<file path="src/rtl/segx_pkg.sv">
// ----------------------------------------------------------------------------
// segx_pkg
// types and widths shared by the segment intersection pipeline
// ----------------------------------------------------------------------------
package segx_pkg;

  localparam int CoordWidth = 16;
  localparam int FracBits   = 8;
  localparam int DiffWidth  = CoordWidth + 1;        // endpoint differences
  localparam int ProdWidth  = 2 * DiffWidth;         // cross product terms
  localparam int NumWidth   = ProdWidth + 1;         // signed den / nt / nu
  localparam int MagWidth   = NumWidth - 1;          // |den|, nt when in range
  localparam int DMagWidth  = CoordWidth;            // |dx|, |dy|
  localparam int QuoWidth   = DMagWidth;             // quotient bits, one per cell
  localparam int RemWidth   = MagWidth + DMagWidth + 2;
  localparam int DvsWidth   = MagWidth + QuoWidth + 1;

  typedef struct packed {
    logic                         ok;
    logic                         neg_x;
    logic                         neg_y;
    logic signed [CoordWidth-1:0] ax1;
    logic signed [CoordWidth-1:0] ay1;
    logic [RemWidth-1:0]          rem_x;
    logic [RemWidth-1:0]          rem_y;
    logic [DvsWidth-1:0]          dvs;
    logic [QuoWidth-1:0]          q_x;
    logic [QuoWidth-1:0]          q_y;
  } cell_t;

endpackage

</file>
<file path="src/rtl/segx_cell.sv">
// ----------------------------------------------------------------------------
// segx_cell
// one restoring divide step for both x and y lanes, one quotient bit each
// ----------------------------------------------------------------------------
module segx_cell (
  input  logic            clk_i,
  input  logic            rst_ni,
  input  logic            valid_i,
  output logic            ready_o,
  input  segx_pkg::cell_t data_i,
  output logic            valid_o,
  input  logic            ready_i,
  output segx_pkg::cell_t data_o
);

  localparam int RW = segx_pkg::RemWidth;
  localparam int QW = segx_pkg::QuoWidth;

  logic            valid_q, rdy;
  logic [RW-1:0]   dv;
  logic            ge_x, ge_y;
  segx_pkg::cell_t data_d, data_q;

  assign rdy     = ~valid_q | ready_i;
  assign ready_o = rdy;

  always_comb begin
    // divisor arrives pre-shifted by one, so this cell tests the bit it halves to
    data_d       = data_i;
    dv           = RW'(data_i.dvs >> 1);
    ge_x         = data_i.rem_x >= dv;
    ge_y         = data_i.rem_y >= dv;
    data_d.dvs   = data_i.dvs >> 1;
    data_d.rem_x = ge_x ? data_i.rem_x - dv : data_i.rem_x;
    data_d.rem_y = ge_y ? data_i.rem_y - dv : data_i.rem_y;
    data_d.q_x   = {data_i.q_x[QW-2:0], ge_x};
    data_d.q_y   = {data_i.q_y[QW-2:0], ge_y};
  end

  always_ff @(posedge clk_i or negedge rst_ni) begin
    if (!rst_ni) begin
      valid_q <= 1'b0;
    end else if (rdy) begin
      valid_q <= valid_i;
    end
  end

  always_ff @(posedge clk_i) begin
    if (rdy) data_q <= data_d;
  end

  assign valid_o = valid_q;
  assign data_o  = data_q;

endmodule

</file>
<file path="config.mk">
export PLATFORM = sky130hd
export DESIGN_NAME = segx_cell
export DESIGN_NICKNAME = d
export VERILOG_FILES = /design/src/rtl/segx_pkg.sv /design/src/rtl/segx_cell.sv
export SDC_FILE = /design/constraint.sdc
export NUM_CORES = 1
export LEC_CHECK = 0
export ABC_AREA = 1
export BUFFER_PORTS_ARGS = -buffer_cell sky130_fd_sc_hd__buf_2
export CAP_MARGIN = 20
export CORE_MARGIN = 3
export CORE_UTILIZATION = 55
export DETAILED_ROUTE_END_ITERATION = 8
export PLACE_DENSITY = 0.83
export REMOVE_ABC_BUFFERS = 1
export SLEW_MARGIN = 10
export SYNTH_ARGS = -nofsm -noshare
export SYNTH_HDL_FRONTEND = slang
export SYNTH_SLANG_ARGS = --single-unit
</file>
<file path="constraint.sdc">
create_clock -name clk_i -period 9.03 [get_ports clk_i]
set_input_delay 1.3545 -clock clk_i [delete_from_list [all_inputs] [get_ports clk_i]]
set_output_delay 1.3545 -clock clk_i [all_outputs]
set_load 0.005 [all_outputs]
</file>
==> After elaboration in Yosys (flattened, before gate mapping) <==
Cells that the tools add are included.
{ "classes": {"reduce_logical": 0, "multipliers": 0, "n_shift": 0, "bitwise": 2, "magnitude_cmp": 2, "n_addsub": 2, "eq_ne": 0, "div": 0, "mux": 2} }
{ "op_table": {"columns": ["operator", "n"], "rows": [
  ["$ge A52 B50 Y1", 2],
  ["$mux W52", 2],
  ["$sub A52 B50 Y52", 2],
  ["$not A1 Y1", 1],
  ["$or A1 B1 Y1", 1]
]} }
{ "word_totals": {"memories": 0, "romBits": 0, "inputBits": 226, "latch_bits": 0, "regBits": 222, "mem_bits_rw": 0, "output_inout_bits": 224, "elab_cells": 19} }

==> Logic depth before layout (Yosys ltp) <==
Gate-level depths: netlist of the first run.
{ "logic_depth": {"depth_word": 2, "mapped_depth": 17, "ltp_nobuf": 15} }

==> Worst setup path before layout of the first run <==
Ideal clock, no wire load.
{ "synth_path": {"path_kind": "input -> output", "start": "input ready_i", "end": "output ready_o", "path_slack_ns": 1.596, "t_required_ns": 7.676, "cell_stages": 2, "path_buffers": 0, "arrival_time_ns": 6.080, "path_cell_list": "inv_1 nand2_1"} }
{ "synth_via": {"elab_chain_cells": 1} }
{ "synth_lines": {"columns": ["element", "line_no", "text"], "rows": [
  ["from (decl)", "segx_cell.sv:12", "input logic ready_i,"],
  ["$or A1 B1 Y1", "segx_cell.sv:24", "assign rdy = ~valid_q | ready_i;"],
  ["to (decl)", "segx_cell.sv:9", "output logic ready_o,"]
]} }
No other way between the ends.

==> results of run 1 <==
==> flip-flops by register name, summed over array words and instances, names as in the netlist <==
name,flops
data_o,221
valid_o,1
==> cell families after synthesis <==
group                      Yosys count  share of synthesized area
and+or+nand+nor                   1437                      0.341
DFF                                222                      0.387
buffers and inverters              549                      0.126
adders and majority gates          102                     0.0751
other                                1                   0.000218
xor gates and xnor gates            52                     0.0265
AOI/OAI and AO/OA                  137                     0.0440
==> path summary, 6_finish.rpt <==
check	slack [ns]	endpoint	cells past startpoint	from
max	4.76	data_o[106]	15	data_i[52]
min	0.57	valid_o	1	rst_ni
max reg2reg	6.75	data_o[70]	2	valid_o
min reg2reg	1.13	data_o[29]	1	valid_o
max in group asynchronous	8.38	valid_o	1	rst_ni
min in group clk_i	0.98	data_o[8]	1	data_i[7]
==> placed cells by master (no fill, tap or decap), drive strengths merged, types with 2 or more instances in the layout <==
master     n
a21boi     5
a21oi     73
and2       3
and3       2
buf      449
bufinv     3
clkbuf    27
clkinv    10
edfxtp   221
fa         2
ha       100
inv      530
nand2   1064
nand3    111
nand3b    33
nand4     19
nor2     180
nor3      18
nor4       5
o21ai     46
o21bai    12
or2        2
xnor2     23
xor2      29
==> worst reg2reg max path, cell delays in order (launching register included) <==
cell and delay, ns:
sky130_fd_sc_hd__dfrtp_1 0.40, sky130_fd_sc_hd__nand2_4 0.56, sky130_fd_sc_hd__buf_4 0.89
==> area by class of cell <==
class	instances	share of cell area
multi-input combinational	1729	0.407
clock inverter	16	0.00797
sequential	222	0.324
inverter	528	0.0965
clock buffer	27	0.0308
tap	396	0.0241
timing repair buffer	449	0.110
==> per-layer routing <==
metal  track usage  part of all wire
met1         0.460              0.39
met3        0.0371             0.087
met4         0.143             0.047
met5             0                 0
met2         0.634              0.48
==> power groups by stage <==
stage,logic [W],registers [W],clock network (W)
6_report,0.000975,0.00133,0.00101
5_1_grt,0.00107,0.00134,0.00106
4_1_cts,0.000958,0.00133,0.00102
3_5_place_dp,0.000952,0.00135,0
3_3_place_gp,0.000932,0.00134,0
2_1_floorplan,0.000529,0.00138,0
==> per-stage QoR <==
step	worst slack, ns	hold WS (ns)
6_report	4.76	0.570
3_5_place_dp	4.35	1.13
5_1_grt	4.58	0.557
4_1_cts	4.88	0.559
3_3_place_gp	4.36	1.12
2_1_floorplan	1.60	1.06
==> impl_metrics.yaml, run 1 <==
status:
  result_of_the_run: "finished clean"
clock_network:
  postCtsSetupRepairBufs: 0
  numCtsBuffers: 24
  cts.root.buffer_cell: "sky130_fd_sc_hd__clkbuf_16"
  clk_pin_slew_worst_paths_ns: 0.06
  cts_htree_levels: 1
  clock_sinks: 222
  cts_buffer_depth: 3
  skew_pair_late_insertion_delay_ns: 0.54
  cts_tree: "built"
  cts_hold_buf: 0
  post_cts_sizing_count: 0
route:
  via_count: 17900
  detailedRoute.firstPassIterationCount: 6
  detail_route.vias_per_cell: 5.32
  remaining_design_rule_violation_count: 0
  drt-wirelength-per-cell_um: 18.7
  detailedRoute.firstIterationViolations: 1674
  route.antenna.remaining_nets: 0
  total_wirelength_of_the_detailed_routed_design_um: 62800
sta:
  clock_skew_after_layout_ns: 0.0109
  post-route-min-period_ns: 4.27
  hold_viol: 0
  tightest_slew_ns: 0.942
  unrepaired_setup_endpoints_after_global_routing: "false"
  tcrit_tclk_final: 0.473
  worst_slew_margin_rel: 0.372
  setup_viol_count_final: 0
  final.setup.tns_ns: 0
  drv_slew: 0
  fmax_mhz: 234
place:
  globalplace.congestion: 1.01
  post-place-cells: 3324
  place.detailed.hpwl_um: 52300
  port-buffer-count: 445
  placement.cell_area_um2: 19800
synth:
  synth_warnings: 0
  ys_ff_latch: 222
  synth.area.top_cells: "sky130_fd_sc_hd__edfxtp_1 39%, sky130_fd_sc_hd__nand2_1 23%, sky130_fd_sc_hd__inv_1 11%"
  yosys-top-cells-count: "1058 x sky130_fd_sc_hd__nand2_1, 522 x sky130_fd_sc_hd__inv_1, 221 x sky130_fd_sc_hd__edfxtp_1"
  synthCells: 2500
  yosysMostFrequentCell: "sky130_fd_sc_hd__nand2_1"
  yosysSeqAreaShare: 0.387
  synth_cell_type_count: 40
  number_of_synthesized_flops_with_an_enable_pin: 221
  post_synth_instance_area_um2: 17200
  synthesis.area_per_instance_um2: 6.88
  async_flop_share: 0.00450
  synth_largest_type_area_fraction: 0.386
  synth_flop_cell: "sky130_fd_sc_hd__edfxtp_1"
  synth.largest_area_cell: "sky130_fd_sc_hd__edfxtp_1"
die:
  io_pins: 450
  initial_core_util: 0.561
  design.die.area_um2: 33400
  die-width_um: 183
  core-area_um2: 30700
  dieHeight_um: 183
  row_count: 64
power:
  seqPwrFrac: 0.401
  total_leakage_power_nw: 11.5
  design_power_total_w: 0.00331
  switching_power_w: 0.00109
  power.share.clock: 0.305
  peakVddDrop_uv: 206
  swShare: 0.328
  pwr_density_cell_nw_per_um2: 161
  combinational_group_share_of_total_power: 0.294
  p_int_w: 0.00223
worst_hold_path:
  min-delay-path-class: "in -> async"
worst_setup_path:
  highest_fanout_seen_on_the_critical_path: 54
  cp-start-kind: "input port"
  count_of_buffer_and_inverter_cells_on_the_critical_path: 5
  critPathMostFrequentCell: "sky130_fd_sc_hd__nand2_1"
  crit_family: "simple AND/OR/NAND/NOR gates"
  nature_of_the_critical_path_endpoint: "register"
  cpPeakStageDelay_ns: 0.79
  worst-endpoint-required_ns: 9.42
  ordered_list_of_cells_on_the_worst_path: "buf_2 > inv_1 > ha_1 > nand2_1 > inv_1 > nand2_1 > nand2_1 > inv_1 > nand2_1 > nand3b_1 > nand2_1 > nand3_4 > inv_4 > nand2_1 > nand2_1"
  critical-path-slowest-cell: "sky130_fd_sc_hd__inv_4"
  critPathArrivalTime_ns: 4.66
  timing.setup.critical_path_class: "in -> reg"
global_route:
  antenna_found_initial: 0
  grt_util_all_layers: 0.361
  vias_in_the_first_global_route: 16800
  grt_start_max_net_pins: 76
  grt_first_pass_wirelength_um: 92900
  grt.overflow.total: 0
finish:
  layout-drive-gt1-share: 0.177
  filler_cell_count: 2700
  n_antenna_cell: 0
  final_cell_area_um2: 20600
  final_core_util: 0.671
  multiInputGateArea_um2: 8380
  seq_area_um2: 6660
  final_net_count: 3282
  finalNonFillerCells: 3367
  area_growth_pct: 19.6
flow_run:
  max-cap-violations: 0
Note: power is estimated with default switching activity, not from simulation.
==> run 2: changes to the inputs <==
==> constraint.sdc (replaced) <==
create_clock -name clk_i -period 4.4 [get_ports clk_i]
set_input_delay 0.66 -clock clk_i [delete_from_list [all_inputs] [get_ports clk_i]]
set_output_delay 0.66 -clock clk_i [all_outputs]
set_load 0.005 [all_outputs]
==> run 2 against run 1 <==
Sequential power up 110%; clock skew is 0.0075 ns higher; cell area rose by 0.24%; flip-flop and latch count is the same; via count hardly changed; non-clock buffer count up 6; critical path depth decreased by 1; largest power group unchanged; highest routed layer unchanged.
==> impl_metrics.yaml, run 2 (synthesis results as in run 1) <==
sta:
  final.setup.tns_ns: 0
  drv_slew: 0
  hold_viol: 0
  fmax_mhz: 324
  setup_viol_count_final: 0
  clock_skew_after_layout_ns: 0.0184
  unrepaired_setup_endpoints_after_global_routing: "false"
  tcrit_tclk_final: 0.701
  tightest_slew_ns: 0.799
  post-route-min-period_ns: 3.08
  hold_ws_ns: 0.277
  worst_slew_margin_rel: 0.467
clock_network:
  clk_pin_slew_worst_paths_ns: 0.06
  cts.root.buffer_cell: "sky130_fd_sc_hd__clkbuf_16"
  numCtsBuffers: 24
  cts_htree_levels: 1
  postCtsSetupRepairBufs: 0
  clock_sinks: 222
  cts_buffer_depth: 3
  skew_pair_late_insertion_delay_ns: 0.55
  cts_tree: "built"
finish:
  mostFrequentLayoutCells: "1057 x sky130_fd_sc_hd__nand2_1, 522 x sky130_fd_sc_hd__inv_1, 445 x sky130_fd_sc_hd__buf_2, 221 x sky130_fd_sc_hd__edfxtp_1, 163 x sky130_fd_sc_hd__nor2_1"
  final_core_util: 0.672
  largest_reg_flops: 221
  final_common_cell: "sky130_fd_sc_hd__nand2_1"
  layout-drive-gt1-share: 0.177
  area_growth_pct: 19.9
  final_net_count: 3288
worst_setup_path:
  cp-start-kind: "input port"
  nature_of_the_critical_path_endpoint: "register"
  critPathArrivalTime_ns: 3.51
  worst_r2r_path_depth: 2
  timing.setup.critical_path_class: "in -> reg"
  worst-endpoint-required_ns: 4.82
  reg2reg_slack_ns: 2.46
  highest_fanout_seen_on_the_critical_path: 56
route:
  remaining_design_rule_violation_count: 0
  detailedRoute.firstPassIterationCount: 6
  detailedRoute.firstIterationViolations: 1736
  via_count: 17900
  total_wirelength_of_the_detailed_routed_design_um: 63500
  route.antenna.remaining_nets: 0
  detail_route.vias_per_cell: 5.31
  drt-wirelength-per-cell_um: 18.8
status:
  result_of_the_run: "finished clean"
die:
  die-width_um: 183
  dieHeight_um: 183
  design.die.area_um2: 33400
  initial_core_util: 0.561
  io_pins: 450
  core-area_um2: 30700
  row_count: 64
power:
  peakVddDrop_uv: 398
  total_leakage_power_nw: 11.5
  design_power_total_w: 0.00673
  pwr_density_cell_nw_per_um2: 326
place:
  globalplace.congestion: 1.03
  port-buffer-count: 445
  place.detailed.hpwl_um: 52900
flow_run:
  max-cap-violations: 0
worst_hold_path:
  min_path_cells: 1
  min-delay-path-class: "in -> reg"
global_route:
  grt_util_all_layers: 0.362
  grt_start_max_net_pins: 106
  grt_first_pass_wirelength_um: 93200
  vias_in_the_first_global_route: 16800
  antenna_found_initial: 3
  grt.overflow.total: 0
[run 2: timing repair]
action                                 CTS  global route
hold buffers                             1             0
endpoints found under the hold margin    1             0
gates resized for setup                  0             0
[run 2: layout make-up]
type | instances | area, µm²
fill | 2726 | 10000
antenna | 4 | 10.0
inverter | 528 | 1980
clock inverter | 13 | 131
tap | 396 | 495
clock buffer | 29 | 619
sequential | 222 | 6660
timing repair buffer | 455 | 2340
multi-input combinational | 1729 | 8380
[run 2: path summary, 6_finish.rpt]
check | from | to
worst min register to register | valid_o | data_o[51]
min in group asynchronous | rst_ni | valid_o
worst max-delay path | data_i[80] | data_o[168]
worst max register to register | valid_o | data_o[61]
worst min-delay path | data_i[214] | data_o[214]
max in group asynchronous | rst_ni | valid_o
[run 2: stage by stage]
stage	instance area, µm²	setup slack [ns]	std cells
3_3_place_gp	19800	0.891	3329
5_1_grt	20600	1.20	3375
3_5_place_dp	19800	0.874	3329
4_1_cts	20600	1.44	3372
2_1_floorplan	17000	-1.65	2479
6_report	20600	1.32	3376
[run 2: layer usage]
metal	track usage	up-vias	wire length [µm]
met5	0	-	0
met4	0.163	0	3300
met3	0.0397	184	5360
met2	0.629	956	30400
met1	0.457	8150	24400
li1	-	8639	-
[run 2: worst max-delay path, cell delays in order]
cell and delay (ns):
sky130_fd_sc_hd__buf_2 0.09, sky130_fd_sc_hd__inv_1 0.09, sky130_fd_sc_hd__ha_1 0.42, sky130_fd_sc_hd__a21oi_1 0.30, sky130_fd_sc_hd__o21ai_0 0.23, sky130_fd_sc_hd__a21oi_1 0.24, sky130_fd_sc_hd__nand2_1 0.10, sky130_fd_sc_hd__nor2_2 0.14
sky130_fd_sc_hd__nand2_1 0.10, sky130_fd_sc_hd__nor2_4 0.08, sky130_fd_sc_hd__buf_4 0.46, sky130_fd_sc_hd__buf_4 0.38, sky130_fd_sc_hd__nand2_1 0.11, sky130_fd_sc_hd__nand2_1 0.08
[run 2: power breakdown]
| part | internal, W | switching [W] | total, W |
|---|---|---|---|
| sequential | 0.00266 | 0.0000705 | 0.00273 |
| clock | 0.00112 | 0.000866 | 0.00199 |
| combinational | 0.000710 | 0.00131 | 0.00202 |
==> run 3: changes to the inputs <==
==> constraint.sdc (replaced) <==
create_clock -name clk_i -period 3.14 [get_ports clk_i]
set_input_delay 0.471 -clock clk_i [delete_from_list [all_inputs] [get_ports clk_i]]
set_output_delay 0.471 -clock clk_i [all_outputs]
set_load 0.005 [all_outputs]
==> run 3 against run 2 <==
Routed wire length up 5.1%; worst hold slack worse by 0.18 ns; clock skew down 0.013 ns; largest cell class unchanged; highest routed layer unchanged.
==> impl_metrics.yaml, run 3 (synthesis results as in run 1) <==
worst_hold_path:
  min-delay-path-class: "in -> reg"
finish:
  filler_cell_count: 2606
  final_common_cell: "sky130_fd_sc_hd__nand2_1"
  largest_reg_flops: 221
  layout-drive-gt1-share: 0.187
  final_cell_area_um2: 20900
  final_net_count: 3321
  mostFrequentLayoutCells: "1057 x sky130_fd_sc_hd__nand2_1, 522 x sky130_fd_sc_hd__inv_1, 445 x sky130_fd_sc_hd__buf_2, 221 x sky130_fd_sc_hd__edfxtp_1, 163 x sky130_fd_sc_hd__nor2_1"
  area_growth_pct: 21.5
sta:
  setup_viol_count_final: 0
  drv_slew: 0
  timing.final.ws_setup_ns: 0.593
  hold_viol: 0
  fmax_mhz: 393
  clock_skew_after_layout_ns: 0.00580
  post-route-min-period_ns: 2.55
  worst_slew_margin_rel: 0.489
  unrepaired_setup_endpoints_after_global_routing: "false"
  tightest_slew_ns: 0.765
  tcrit_tclk_final: 0.811
global_route:
  grt_start_max_net_pins: 59
  grt_first_pass_wirelength_um: 99000
  grt_util_all_layers: 0.383
  vias_in_the_first_global_route: 17700
  antenna_found_initial: 1
  grt.overflow.total: 0
worst_setup_path:
  count_of_buffer_and_inverter_cells_on_the_critical_path: 5
  cpPeakStageDelay_ns: 0.36
  cp-start-kind: "input port"
  crit_family: "simple AND/OR/NAND/NOR gates"
  timing.setup.critical_path_class: "in -> reg"
  critical-path-slowest-cell: "sky130_fd_sc_hd__ha_1"
  ordered_list_of_cells_on_the_worst_path: "buf_2 > inv_1 > ha_1 > nand2_1 > inv_2 > nand2_1 > inv_2 > nand2_2 > nor2_1 > nand3_1 > nand2_1 > nor2_2 > nand2_1 > nor2_4 > buf_12 > o21ai_0"
  critPathArrivalTime_ns: 2.81
  highest_fanout_seen_on_the_critical_path: 37
  critPathMostFrequentCell: "sky130_fd_sc_hd__nand2_1"
  worst-endpoint-required_ns: 3.41
  nature_of_the_critical_path_endpoint: "register"
die:
  io_pins: 450
  die-width_um: 183
  core-area_um2: 30700
  design.die.area_um2: 33400
  row_count: 64
  initial_core_util: 0.561
  dieHeight_um: 183
clock_network:
  cts_htree_levels: 1
  cts_buffer_depth: 3
  cts_tree: "built"
  clk_pin_slew_worst_paths_ns: 0.07
  clock_sinks: 222
  skew_pair_late_insertion_delay_ns: 0.54
  cts.root.buffer_cell: "sky130_fd_sc_hd__clkbuf_16"
  numCtsBuffers: 23
place:
  port-buffer-count: 445
  place_ws_ns: 0.162
  placement.cell_area_um2: 20100
  place.detailed.hpwl_um: 55200
  globalplace.congestion: 0.991
power:
  total_leakage_power_nw: 11.7
  pwr_density_cell_nw_per_um2: 455
  peakVddDrop_uv: 461
route:
  detail_route.vias_per_cell: 5.44
  remaining_design_rule_violation_count: 0
  via_count: 18500
  total_wirelength_of_the_detailed_routed_design_um: 66700
  detailedRoute.firstIterationViolations: 2351
  detailedRoute.firstPassIterationCount: 8
  drt-wirelength-per-cell_um: 19.6
  route.antenna.remaining_nets: 0
status:
  result_of_the_run: "finished clean"
flow_run:
  max-cap-violations: 0
run 3: cell count changes in the layout (fill, tap and decap cells not counted):
cell,before,now
sky130_fd_sc_hd__clkinv_2,2,4
sky130_fd_sc_hd__clkbuf_16,24,23
sky130_fd_sc_hd__inv_6,2,0
sky130_fd_sc_hd__buf_12,3,5
sky130_fd_sc_hd__clkinv_4,1,0
sky130_fd_sc_hd__diode_2,4,2
sky130_fd_sc_hd__clkinv_1,5,3
sky130_fd_sc_hd__clkinv_8,1,0
sky130_fd_sc_hd__clkbuf_1,5,2
sky130_fd_sc_hd__buf_4,6,38
sky130_fd_sc_hd__bufinv_16,2,3
sky130_fd_sc_hd__inv_16,0,1
sky130_fd_sc_hd__clkinvlp_4,0,2
run 3: where the power goes:
| group | leakage, nW | internal, W | switching, W | total, W |
|---|---|---|---|---|
| clock network | 0.359 | 0.00159 | 0.00117 | 0.00276 |
| registers | 2.23 | 0.00372 | 0.000106 | 0.00383 |
| logic | 9.06 | 0.00104 | 0.00188 | 0.00292 |
| total | 11.7 | 0.00635 | 0.00315 | 0.00950 |
run 3: layer usage:
| layer | routed length, µm | GRT usage | share of wire | vias up |
|---|---|---|---|---|
| met1 | 24100 | 0.472 | 0.36 | 8433 |
| met4 | 3090 | 0.142 | 0.046 | 0 |
| met5 | 0 | 0 | 0 | - |
| met3 | 6520 | 0.0472 | 0.098 | 214 |
| li1 | - | - | - | 8690 |
| met2 | 33000 | 0.690 | 0.49 | 1169 |
run 3: timing repair:
| item | in CTS | in global routing |
|---|---|---|
| buffers inserted | 0 | 0 |
| gates resized for setup | 0 | 0 |
| endpoints found under the hold margin | 1 | 0 |
| hold buffers | 1 | 0 |
run 3: layout make-up:
class,instances,area (µm²),area share
Multi-Input combinational cell,1729,8380,0.401
Tap cell,396,495,0.0237
Clock buffer,25,583,0.0279
Clock inverter,13,156,0.00749
Antenna cell,2,5.00,0.000240
Inverter,528,1980,0.0950
Timing Repair Buffer,489,2620,0.126
Sequential cell,222,6660,0.319
run 3: path summary, 6_finish.rpt:
check,startpoint,end,slack (ns),depth (start not counted)
max,data_i[41],data_o[138],0.59,16
min,data_i[192],data_o[192],0.1,1
max reg2reg,valid_o,data_o[1],1.26,2
min reg2reg,valid_o,data_o[207],1.17,1
max in group asynchronous,rst_ni,valid_o,2.81,2
min in group asynchronous,rst_ni,valid_o,0.24,2
run 3: through the flow:
step	std cells	power [W]	util	setup TNS, ns	hold WS (ns)
after global routing	3403	0.00992	0.681	0	0.0900
after detailed placement	3363	0.00671	0.656	0	0.253
after floorplan	2479	0.00549	-	-602.33	0.175
after CTS	3402	0.00945	0.681	0	0.0904
after global placement	3363	0.00662	0.656	0	0.246
final	3404	0.00950	0.681	0	0.0989
